**config.mk**
```make
export PLATFORM = sky130hd
export DESIGN_NAME = deque_with_search
export DESIGN_NICKNAME = d
export VERILOG_FILES = /design/src/hdl/dws_pkg.sv /design/src/hdl/dws_ram.sv /design/src/hdl/dws_core.sv /design/src/hdl/deque_with_search.sv
export VERILOG_INCLUDE_DIRS = /design/src /design/src/hdl
export SDC_FILE = /design/constraint.sdc
export NUM_CORES = 1
export LEC_CHECK = 0
export ABC_AREA = 0
export BUFFER_PORTS_ARGS = -buffer_cell sky130_fd_sc_hd__buf_2
export CORE_ASPECT_RATIO = 0.7
export CORE_MARGIN = 2
export CORE_UTILIZATION = 60
export DETAILED_ROUTE_END_ITERATION = 12
export PLACE_DENSITY = 0.85
export SLEW_MARGIN = 25
export SYNTH_ARGS = -nofsm -noshare
export SYNTH_HDL_FRONTEND = slang
export SYNTH_SLANG_ARGS = --single-unit
export TNS_END_PERCENT = 5
```
**constraint.sdc**
```tcl
create_clock -name clk -period 14.5 [get_ports clk]
set_input_delay 0.725 -clock clk [delete_from_list [all_inputs] [get_ports clk]]
set_output_delay 0.725 -clock clk [all_outputs]
set_load 0.02 [all_outputs]
```
**src/hdl/deque_with_search_macros.svh**
```systemverilog
// Assertion macros shared by the deque_with_search RTL.
`ifndef DEQUE_WITH_SEARCH_MACROS_SVH
`define DEQUE_WITH_SEARCH_MACROS_SVH

`ifndef NO_ASSERTIONS

// Same-cycle implication, sampled on clk, off while rst_n is low.
`define DWS_ASSERT_IMP(lbl, ante, cons) \
  lbl: assert property (@(posedge clk) disable iff (!rst_n) (ante) |-> (cons)) \
    else $error("deque_with_search: same-cycle check failed");

// Next-cycle implication, sampled on clk, off while rst_n is low.
`define DWS_ASSERT_NXT(lbl, ante, cons) \
  lbl: assert property (@(posedge clk) disable iff (!rst_n) (ante) |=> (cons)) \
    else $error("deque_with_search: next-cycle check failed");

`else

`define DWS_ASSERT_IMP(lbl, ante, cons)
`define DWS_ASSERT_NXT(lbl, ante, cons)

`endif

`endif

```
**src/hdl/dws_pkg.sv**
```systemverilog
// Package: sizes, op codes, FSM states, payload types and ring helpers.
package dws_pkg;

  localparam int CAPACITY = 16;
  localparam int DATA_W   = 32;
  localparam int OP_W     = 3;
  localparam int IDX_W    = (CAPACITY > 1) ? $clog2(CAPACITY) : 1;
  localparam int CNT_W    = $clog2(CAPACITY + 1);

  localparam logic [IDX_W:0]   CAP_EXT = (IDX_W+1)'(CAPACITY);
  localparam logic [CNT_W-1:0] CAP_CNT = CNT_W'(CAPACITY);

  typedef enum logic [OP_W-1:0] {
    OP_PUSH_FRONT = 3'd0,
    OP_POP_FRONT  = 3'd1,
    OP_PUSH_BACK  = 3'd2,
    OP_POP_BACK   = 3'd3,
    OP_FIND       = 3'd4
  } op_t;

  typedef enum logic [1:0] {
    ST_IDLE,
    ST_EXEC,
    ST_SCAN,
    ST_DONE
  } state_t;

  typedef struct packed {
    logic [OP_W-1:0]          op;
    logic signed [DATA_W-1:0] value;
  } in_t;

  typedef struct packed {
    logic             ok;
    logic             found;
    logic [IDX_W-1:0] position;
    logic [CNT_W-1:0] count;
  } out_t;

  // (base + off) mod CAPACITY, both operands below CAPACITY
  function automatic logic [IDX_W-1:0] ring_add(input logic [IDX_W-1:0] base,
                                                input logic [IDX_W-1:0] off);
    logic [IDX_W:0] sum;
    sum = {1'b0, base} + {1'b0, off};
    if (sum >= CAP_EXT) begin
      sum = sum - CAP_EXT;
    end
    return sum[IDX_W-1:0];
  endfunction

  // (base - 1) mod CAPACITY
  function automatic logic [IDX_W-1:0] ring_dec(input logic [IDX_W-1:0] base);
    logic [IDX_W-1:0] res;
    if (base == '0) begin
      res = IDX_W'(CAPACITY - 1);
    end else begin
      res = base - 1'b1;
    end
    return res;
  endfunction

endpackage

```
**src/hdl/dws_ram.sv**
```systemverilog
// Generic simple dual-port RAM, registered read.
module dws_ram #(
  parameter int WIDTH = 32,
  parameter int DEPTH = 16
) (
  input  logic                             clk,
  input  logic                             we,
  input  logic [$clog2(DEPTH)-1:0]         waddr,
  input  logic [WIDTH-1:0]                 wdata,
  input  logic [$clog2(DEPTH)-1:0]         raddr,
  output logic [WIDTH-1:0]                 rdata
);

  logic [WIDTH-1:0] mem [DEPTH];
  logic [WIDTH-1:0] rdata_r;

  always_ff @(posedge clk) begin
    if (we) begin
      mem[waddr] <= wdata;
    end
    rdata_r <= mem[raddr];
  end

  assign rdata = rdata_r;

endmodule

```
**src/hdl/dws_core.sv**
```systemverilog
// Sequencer, ring pointers and shared compare unit over the entry RAM.
`include "deque_with_search_macros.svh"

module dws_core
  import dws_pkg::*;
(
  input  logic clk,
  input  logic rst_n,
  input  logic in_valid,
  output logic in_ready,
  input  in_t  in_data,
  output logic res_valid,
  input  logic res_ready,
  output out_t res
);

  state_t                   state_r, state_nxt;
  logic [OP_W-1:0]          op_r, op_nxt;
  logic signed [DATA_W-1:0] value_r, value_nxt;
  logic [IDX_W-1:0]         front_r, front_nxt;
  logic [CNT_W-1:0]         count_r, count_nxt;
  logic [IDX_W-1:0]         idx_r, idx_nxt;
  out_t                     res_r, res_nxt;

  logic                     ram_we;
  logic [IDX_W-1:0]         ram_waddr;
  logic [IDX_W-1:0]         ram_raddr;
  logic [DATA_W-1:0]        ram_rdata;

  logic                     accept;
  logic                     match;
  logic                     last;

  assign accept = in_valid && in_ready;
  // idx_r names the entry whose read data is on ram_rdata this cycle
  assign match  = (ram_rdata == value_r);
  assign last   = ((CNT_W'(idx_r) + 1'b1) == count_r);

  dws_ram #(
    .WIDTH(DATA_W),
    .DEPTH(CAPACITY)
  ) u_ram (
    .clk  (clk),
    .we   (ram_we),
    .waddr(ram_waddr),
    .wdata(value_r),
    .raddr(ram_raddr),
    .rdata(ram_rdata)
  );

  // next state
  always_comb begin
    state_nxt = state_r;
    case (state_r)
      ST_IDLE: begin
        if (accept) begin
          state_nxt = ST_EXEC;
        end
      end
      ST_EXEC: begin
        if ((op_r == OP_FIND) && (count_r != '0)) begin
          state_nxt = ST_SCAN;
        end else begin
          state_nxt = ST_DONE;
        end
      end
      ST_SCAN: begin
        if (match || last) begin
          state_nxt = ST_DONE;
        end
      end
      ST_DONE: begin
        if (res_ready) begin
          state_nxt = ST_IDLE;
        end
      end
      default: state_nxt = ST_IDLE;
    endcase
  end

  // datapath and outputs
  always_comb begin
    in_ready  = 1'b0;
    res_valid = 1'b0;
    op_nxt    = op_r;
    value_nxt = value_r;
    front_nxt = front_r;
    count_nxt = count_r;
    idx_nxt   = idx_r;
    res_nxt   = res_r;
    ram_we    = 1'b0;
    ram_waddr = front_r;
    ram_raddr = front_r;
    case (state_r)
      ST_IDLE: begin
        in_ready = 1'b1;
        if (accept) begin
          op_nxt    = in_data.op;
          value_nxt = in_data.value;
        end
      end
      ST_EXEC: begin
        res_nxt = '{ok: 1'b0, found: 1'b0, position: '0, count: count_r};
        idx_nxt = '0;
        case (op_r)
          OP_PUSH_FRONT: begin
            if (count_r != CAP_CNT) begin
              front_nxt   = ring_dec(front_r);
              ram_we      = 1'b1;
              ram_waddr   = front_nxt;
              count_nxt   = count_r + 1'b1;
              res_nxt.ok  = 1'b1;
            end
          end
          OP_POP_FRONT: begin
            if (count_r != '0) begin
              front_nxt  = ring_add(front_r, IDX_W'(1));
              count_nxt  = count_r - 1'b1;
              res_nxt.ok = 1'b1;
            end
          end
          OP_PUSH_BACK: begin
            if (count_r != CAP_CNT) begin
              ram_we     = 1'b1;
              ram_waddr  = ring_add(front_r, count_r[IDX_W-1:0]);
              count_nxt  = count_r + 1'b1;
              res_nxt.ok = 1'b1;
            end
          end
          OP_POP_BACK: begin
            if (count_r != '0) begin
              count_nxt  = count_r - 1'b1;
              res_nxt.ok = 1'b1;
            end
          end
          OP_FIND: begin
            // first read goes out now, lands in the first scan cycle
            ram_raddr  = front_r;
            res_nxt.ok = 1'b1;
          end
          default: begin
          end
        endcase
        res_nxt.count = count_nxt;
      end
      ST_SCAN: begin
        // compare one entry, fetch the next
        ram_raddr = ring_add(front_r, idx_r + 1'b1);
        if (match) begin
          res_nxt.found    = 1'b1;
          res_nxt.position = idx_r;
        end else if (!last) begin
          idx_nxt = idx_r + 1'b1;
        end
      end
      ST_DONE: begin
        res_valid = 1'b1;
      end
      default: begin
      end
    endcase
  end

  assign res = res_r;

  always_ff @(posedge clk) begin
    if (!rst_n) begin
      state_r <= ST_IDLE;
      front_r <= '0;
      count_r <= '0;
    end else begin
      state_r <= state_nxt;
      front_r <= front_nxt;
      count_r <= count_nxt;
    end
  end

  always_ff @(posedge clk) begin
    op_r    <= op_nxt;
    value_r <= value_nxt;
    idx_r   <= idx_nxt;
    res_r   <= res_nxt;
  end

  `DWS_ASSERT_IMP(a_count_bound, 1'b1, count_r <= CAP_CNT)
  `DWS_ASSERT_IMP(a_scan_in_range, state_r == ST_SCAN, (op_r == OP_FIND) && (CNT_W'(idx_r) < count_r))
  `DWS_ASSERT_IMP(a_found_ok, res_valid && res.found, res.ok)
  `DWS_ASSERT_NXT(a_idle_keeps_ring, (state_r == ST_IDLE) || (state_r == ST_SCAN), (front_r == $past(front_r)) && (count_r == $past(count_r)))

endmodule

```
**src/hdl/deque_with_search.sv**
```systemverilog
// Top level: bounded deque with linear search, sequencer core plus output register.
//
//  channel | ports                         | direction | payload
//  --------+-------------------------------+-----------+---------------------------
//  input   | in_valid, in_ready, in_data   | in        | in_t  {op, value}
//  result  | out_valid, out_ready, out_data| out       | out_t {ok, found, position,
//          |                               |           |        count}
//
// Push, pop and unused op codes pass from acceptance to the result register
// through the states accept, execute and hand-off.
// Find adds a scan between execute and hand-off over n entries (none on an empty
// store, else 1 to count); the scan is paced by the single read port of the
// entry RAM, one entry a cycle.
// rst_n is synchronous; it clears the FSM, front index, count and output valid. RAM
// contents are not cleared: only held entries are ever compared.
// A finished result waits in the core while the output register is full and
// not being drained; no new transaction is taken until it moves out.
module deque_with_search
  import dws_pkg::*;
(
  input  logic clk,
  input  logic rst_n,
  input  logic in_valid,
  output logic in_ready,
  input  in_t  in_data,
  output logic out_valid,
  input  logic out_ready,
  output out_t out_data
);

  logic out_valid_r, out_valid_nxt;
  out_t out_data_r, out_data_nxt;

  logic res_valid;
  logic res_ready;
  out_t res;

  dws_core u_core (
    .clk      (clk),
    .rst_n    (rst_n),
    .in_valid (in_valid),
    .in_ready (in_ready),
    .in_data  (in_data),
    .res_valid(res_valid),
    .res_ready(res_ready),
    .res      (res)
  );

  // register takes a new result when empty or being drained this cycle
  assign res_ready = !out_valid_r || out_ready;

  always_comb begin
    out_valid_nxt = out_valid_r;
    out_data_nxt  = out_data_r;
    if (res_valid && res_ready) begin
      out_valid_nxt = 1'b1;
      out_data_nxt  = res;
    end else if (out_ready) begin
      out_valid_nxt = 1'b0;
    end
  end

  always_ff @(posedge clk) begin
    if (!rst_n) begin
      out_valid_r <= 1'b0;
    end else begin
      out_valid_r <= out_valid_nxt;
    end
  end

  always_ff @(posedge clk) begin
    out_data_r <= out_data_nxt;
  end

  assign out_valid = out_valid_r;
  assign out_data  = out_data_r;

endmodule

```
# Yosys cells after proc, flatten, opt, wreduce, memory -nomap -nowiden
# Memory sizes are Yosys's and may differ from the RTL's. A register that Yosys moved wholly into a read port is not among the register bits.
# Cells that the tools add are included.
totals:
  output_inout_bits: 13
  n_memories: 1
  in_bits: 39
  ff_bits: 73
  wordCells: 102
  ramBits: 512
mem_list:
  columns: ["name", "depth", "word_bits", "read_ports", "rd_ports_with_merged_regs", "write_ports", "line_no", "text"]
  rows:
  - ["u_core.u_ram.mem", 16, 32, 1, 1, 1, "dws_ram.sv:14", "logic [WIDTH-1:0] mem [DEPTH];"]
classes:
  magnitude_cmp: 3
  reduce_logical: 20
  n_addsub: 11
  muxes: 35
  eq_ne: 17
ops:
  columns: ["operator", "count"]
  rows:
  - ["4-bit 2-to-1 mux", 11]
  - ["32-bit equality test", 1]
  - ["4-bit one-hot mux with 2 select lines", 3]
  - ["5-bit one-hot mux with 2 select lines", 2]
  - ["4-bit by 1-bit subtractor with 4-bit output (second input constant)", 4]
  - ["5-bit greater-or-equal comparator (second input constant)", 3]
  - ["5-bit 2-to-1 mux", 3]
  - ["1-bit 2-to-1 mux", 11]
  - ["4-bit by 1-bit adder with 5-bit output (second input constant)", 2]
  - ["4-bit by 4-bit adder with 5-bit output", 2]
  - ["3-bit AND reduction", 3]
  - ["2-bit by 1-bit != test with 1-bit output (second input constant)", 4]
  - ["2-bit one-hot mux with 4 select lines", 1]
  - ["3-bit by 2-bit equality test with 1-bit output (second input constant)", 2]
  - ["2-bit 2-to-1 mux", 3]
  - ["2-bit != test (second input constant)", 3]
  - ["2-bit nonzero test", 3]
  - ["5-bit by 1-bit adder with 5-bit output (second input constant)", 1]
  - ["5-bit equality test", 1]
  - ["5-bit != test (second input constant)", 1]
  - ["5-bit nonzero test", 1]
  - ["5-bit by 1-bit subtractor with 5-bit output (second input constant)", 1]
  - ["4-bit by 1-bit adder with 4-bit output (second input constant)", 1]
  - ["2-bit equality test (second input constant)", 2]
  - ["other kinds (12)", 17]

# Logic depth before layout (Yosys ltp)
logic_depth:
  depth_word: 6
  ltp_mapped: 12
  depth_no_buf: 10

# Modules after synthesis
# From an unflattened synthesis, not the netlist that was laid out.
hier_totals:
  cells_unflattened: 1153
  hier_area_um2: 23665.2
modules_own_cells:
  columns: ["mod", "area_per_inst_um2", "n_inst", "cells_each", "seq_area_each_um2"]
  rows:
  - ["dws_ram", 19835.3, 1, 838, 16015.4]
  - ["dws_core", 3442.1, 1, 299, 1721.7]
  - ["deque_with_search", 387.9, 1, 16, 350.3]

# Worst setup path before layout
# Ideal clock, no wire load.
synth_path:
  path_kind: "reg2reg"
  from: "reg u_core.count_r[1]"
  to: "mem u_core.u_ram.mem[11][0] (enable)"
  path_stages_with_launch: 11
  path_slack_ps: 9700
  path_buffers: 2
  arrival_time_ps: 4330
  setup_time_ps: 470
  required_ps: 14030
  period_less_slack_ps: 4800
  cell_sequence: "dfxtp_1 -> clkbuf_1 -> inv_1 -> ha_1 -> and4bb_2 -> buf_2 -> o21ai_0 -> nand2_1 -> a22oi_1 -> nand2_1 -> a211oi_1"
synth_between:
  elab_chain_cells: 6
  word_cells_on_any_way: 14
  classes_between: "add/sub: 2; order compare: 1; eq/ne: 1; mux: 10"
synth_rtl:
  columns: ["element", "line_no", "text"]
  rows:
  - ["start, declared", "dws_core.sv:21", "logic [CNT_W-1:0] count_r, count_nxt;"]
  - ["start signal, assigned", "dws_core.sv:174", "count_r <= count_nxt;"]
  - ["4-bit by 4-bit adder with 5-bit output or 5-bit != test (tied branches)", "dws_pkg.sv:44, dws_core.sv:107, dws_core.sv:123", null]
  - ["4-bit by 1-bit subtractor with 4-bit output, or another cell as far along", "dws_pkg.sv:46", "sum = sum - CAP_EXT;"]
  - ["4-bit 2-to-1 mux or 1-bit 2-to-1 mux (tied branches)", null, null]
  - ["4-bit 2-to-1 mux or 1-bit 2-to-1 mux (tied branches)", "dws_core.sv:123, dws_core.sv:94", null]
  - ["4-bit one-hot mux with 2 select lines or 1-bit 2-to-1 mux (tied branches)", "dws_core.sv:105, dws_ram.sv:18", null]
  - ["4-bit 2-to-1 mux or 1-bit 2-to-1 mux (tied branches)", "dws_core.sv:94, dws_ram.sv:19", null]
  - ["end, declared", "dws_ram.sv:14", null]
# Several ways; a longest one is shown, not always the timed one.

# Worst setup path in the final report
layout_path:
  from: "reg u_core.state_r[0]"
  to: "reg u_core.u_ram.rdata_r[31], in the netlist u_core.u_ram.rdata[31], read port of u_core.u_ram.mem"
layout_between:
  elab_chain_cells: 2
layout_rtl:
  columns: ["element", "line_no", "text"]
  rows:
  - ["start, declared", "dws_core.sv:17", "state_t state_r, state_nxt;"]
  - ["start signal, assigned", "dws_core.sv:172", "state_r <= state_nxt;"]
  - ["2-bit equality test", "dws_core.sv:94", "case (state_r)"]
  - ["4-bit 2-to-1 mux", null, null]
  - ["end, declared", "dws_ram.sv:15", "logic [WIDTH-1:0] rdata_r;"]
# No other way between the ends.
# A chain may end at the register's enable or synchronous reset.

==> summary.md <==
| Metric | Value |
|---|---|
| Clock Sinks | `617` |
| Final wirelength | `51500 um` |
| Worst setup EP type | `register` |
| Hold Slack | `309 ps` |
| Multi-input gate area | `0.00584 mm2` |
| Area post-placement | `0.0252 mm2` |
| CTS tree | `done` |
| Arr. time, crit path | `4690 ps` |
| Commonest non-fill, non-tap cells in the layout | `edfxtp_1 (573), mux4_2 (128), mux2i_1 (102), clkbuf_16 (55), buf_2 (51)` |
| Synthesized area per cell | `20.8 um2` |
| R2R depth | `9` |
| Layout cells sized above 1 | `0.254` |
| Period utilization | `0.294` |
| VDD IR-drop max | `0.104 mV` |
| Post-layout min period | `4260 ps` |
| WL per Instance | `28.2 um` |
| Gr usage total | `0.255` |
| CTS Root Cell | `clkbuf_16` |
| Die Wd | `244 um` |
| Final HPWL DP | `26100 um` |
| Min-delay worst type | `input pin to register` |
| Storage cell area | `0.0181 mm2` |
| Post-CTS Setup Bufs | `0` |
| Mapped cell area | `0.0241 mm2` |
| Initial Utilization | `0.607` |
| Total leakage power | `9.24 nW` |
| Post-Synthesis Cells | `1159` |
| Top FF cell, synth | `edfxtp_1` |
| Final setup viols | `0` |
| Depth of the CTS H-tree | `2` |
| Drt drc | `0` |
| Routed Antenna Nets | `0` |
| Seq cells post-synth | `617` |
| Setup ws final | `10240 ps` |
| Actual slew at the worst max-slew pin | `1070 ps` |
| Pin count of the biggest net entering global routing | `78` |
| Max clock buf depth | `3` |
| Worst Setup SP | `u_core.state_r[0]$_SDFFE_PN0P_` |
| Number of global-route vias before repair | `12200` |
| 1st-iter DRT viols | `1234` |
| Peak Freq | `235 MHz` |
| Chip height | `172 um` |
| RD Place Congestion | `0.811` |
| Status | `finished clean` |
| Die ar. | `0.0418 mm2` |
| Core area | `0.0397 mm2` |
| Final hold vios | `0` |
| Critical path class | `register to register` |
| I/O pin count | `52` |
| Vias per cell | `6.41` |
| Pre-CTS WS | `9720 ps` |
| RSZ-0062 raised after global routing | `no` |
| Max-Cap Viols | `0` |
| Commonest non-fill, non-tap cell in the layout | `edfxtp_1` |
| Worst slew margin | `0.289` |
| Nets@finish | `1302` |
| Worst r2r dst | `u_core.u_ram.rdata[31]$_DFF_P_` |
| Synthesized net count | `1216` |
| Critical-path maximum fanout | `49` |
| Gr ovfl total | `0` |
| Initial antenna violation count | `2` |
| Via Count | `11700` |
| PortBufs | `51` |
| Post-synth EDFFs | `573` |
| YS warnings | `0` |
| TritonCTS buffer count | `53` |
| Synth async-reset ratio | `0` |
| CTS resizes | `0` |
| Finished Cell Area | `0.0270 mm2` |
| Area grow syn2layout | `12.2%` |
| Hold_buf cts | `0` |
| Setup TNS Final | `0 ps` |
| Row count | `61` |
| Clock transition at the registers of the reported paths | `70 ps` |
| CP Data Required Time | `14940 ps` |
| Iteration count of the initial detailed-routing pass | `7` |
| First-pass GRT wire length | `77200 um` |
| Yosys cell types | `65` |
| Slew Limit Fails | `0` |
| Critical path launch point type | `register` |
| Fin Clk Skew | `10.1 ps` |
| RR Startpoint | `u_core.state_r[0]$_SDFFE_PN0P_` |
| Power Density | `174 mW/mm2` |
| Clk_lat worst skew | `590 ps` |
| Number of fill cells | `2387` |
| Sequential-to-total area share from yosys stat | `0.750` |
| R2R setup slack | `10240 ps` |
| Worst setup path endpoint | `u_core.u_ram.rdata[31]$_DFF_P_` |
## stage by stage
step	std cells	total power, mW	util
CTS	1822	4.73	0.681
floorplan	1159	2.96	-
global route	1822	4.87	0.681
global placement	1725	3.15	0.634
detailed placement	1725	3.21	0.634
finish	1824	4.71	0.681
## report_power, final
group | total (mW) | switching [mW] | leakage [nW] | internal (mW)
clock | 1.52 | 0.629 | 0.915 | 0.895
combinational | 0.924 | 0.499 | 2.77 | 0.425
sequential | 2.26 | 0.130 | 5.55 | 2.13
total | 4.71 | 1.26 | 9.24 | 3.45
## layout make-up
| type | instances | area share |
|---|---|---|
| multi-input combinational | 474 | 0.216 |
| clock buffer | 65 | 0.0527 |
| sequential | 617 | 0.669 |
| timing repair buffer | 84 | 0.0190 |
| antenna | 2 | 0.000185 |
| clock inverter | 32 | 0.0165 |
| inverter | 15 | 0.00208 |
| tap | 535 | 0.0248 |
## critical path, stage by stage, from the launching register on
cell	delay [ps]
dfxtp_1	380
inv_1	110
ha_1	460
mux2i_4	320
buf_6	580
buf_6	630
buf_4	670
mux4_2	600
mux2i_1	190
mux2i_1	110
## state kept, by name (all words and copies together), names as in the netlist
signal              cells
u_core.u_ram.mem      512
u_core.u_ram.rdata     32
u_core.value_r         32
out_data               11
u_core.res             11
u_core.count_r          5
u_core.front_r          4
u_core.idx_r            4
u_core.op_r             3
u_core.state_r          2
out_valid               1
## Yosys cell counts (all sizes together) (13+ instances only)
cell type  number  area, um2
buf            44        275
dfxtp          44        881
edfxtp        573      17200
ha             16        200
inv            13       48.8
mux2i         103       1030
mux4          128       2880
nand2          25       93.8
nor2           26       97.6
o21ai          15       78.8
xor2           39        342
## routing by layer
metal | vias to the layer above | track usage | share of wire
met1 | 6084 | 0.354 | 0.39
met4 | 0 | 0.0756 | 0.024
met5 | - | 0 | 0
met3 | 99 | 0.0456 | 0.084
li1 | 4914 | - | -
met2 | 594 | 0.424 | 0.50
## worst min path at each step
stage | startpoint | end | slack (ps) | depth (start not counted)
floorplan | u_core.res[0]$_DFFE_PP_ | out_data[0]$_DFFE_PP_ | 400 | 0
global placement | u_core.res[2]$_DFFE_PP_ | out_data[2]$_DFFE_PP_ | 400 | 0
detailed placement | u_core.res[7]$_SDFFCE_PP0P_ | out_data[7]$_DFFE_PP_ | 410 | 0
CTS | in_data[22] | u_core.value_r[22]$_DFFE_PP_ | 290 | 1
global route | in_data[20] | u_core.value_r[20]$_DFFE_PP_ | 290 | 1
finish | in_data[32] | u_core.op_r[0]$_DFFE_PP_ | 310 | 1
## cells by family (layout without fill, tap and decap cells)
| family | after synthesis | count (layout) | synth area share |
|---|---|---|---|
| AOI/OAI and AO/OA | 65 | 65 | 0.0189 |
| xor gates and xnor gates | 48 | 48 | 0.0178 |
| adders and majority gates | 18 | 18 | 0.00997 |
| buffers and inverters | 68 | 196 | 0.0152 |
| DFF | 617 | 617 | 0.750 |
| muxes | 234 | 234 | 0.164 |
| other | 0 | 2 | 0 |
| and+or+nand+nor | 109 | 109 | 0.0241 |
(Power assumes the default switching activity.)
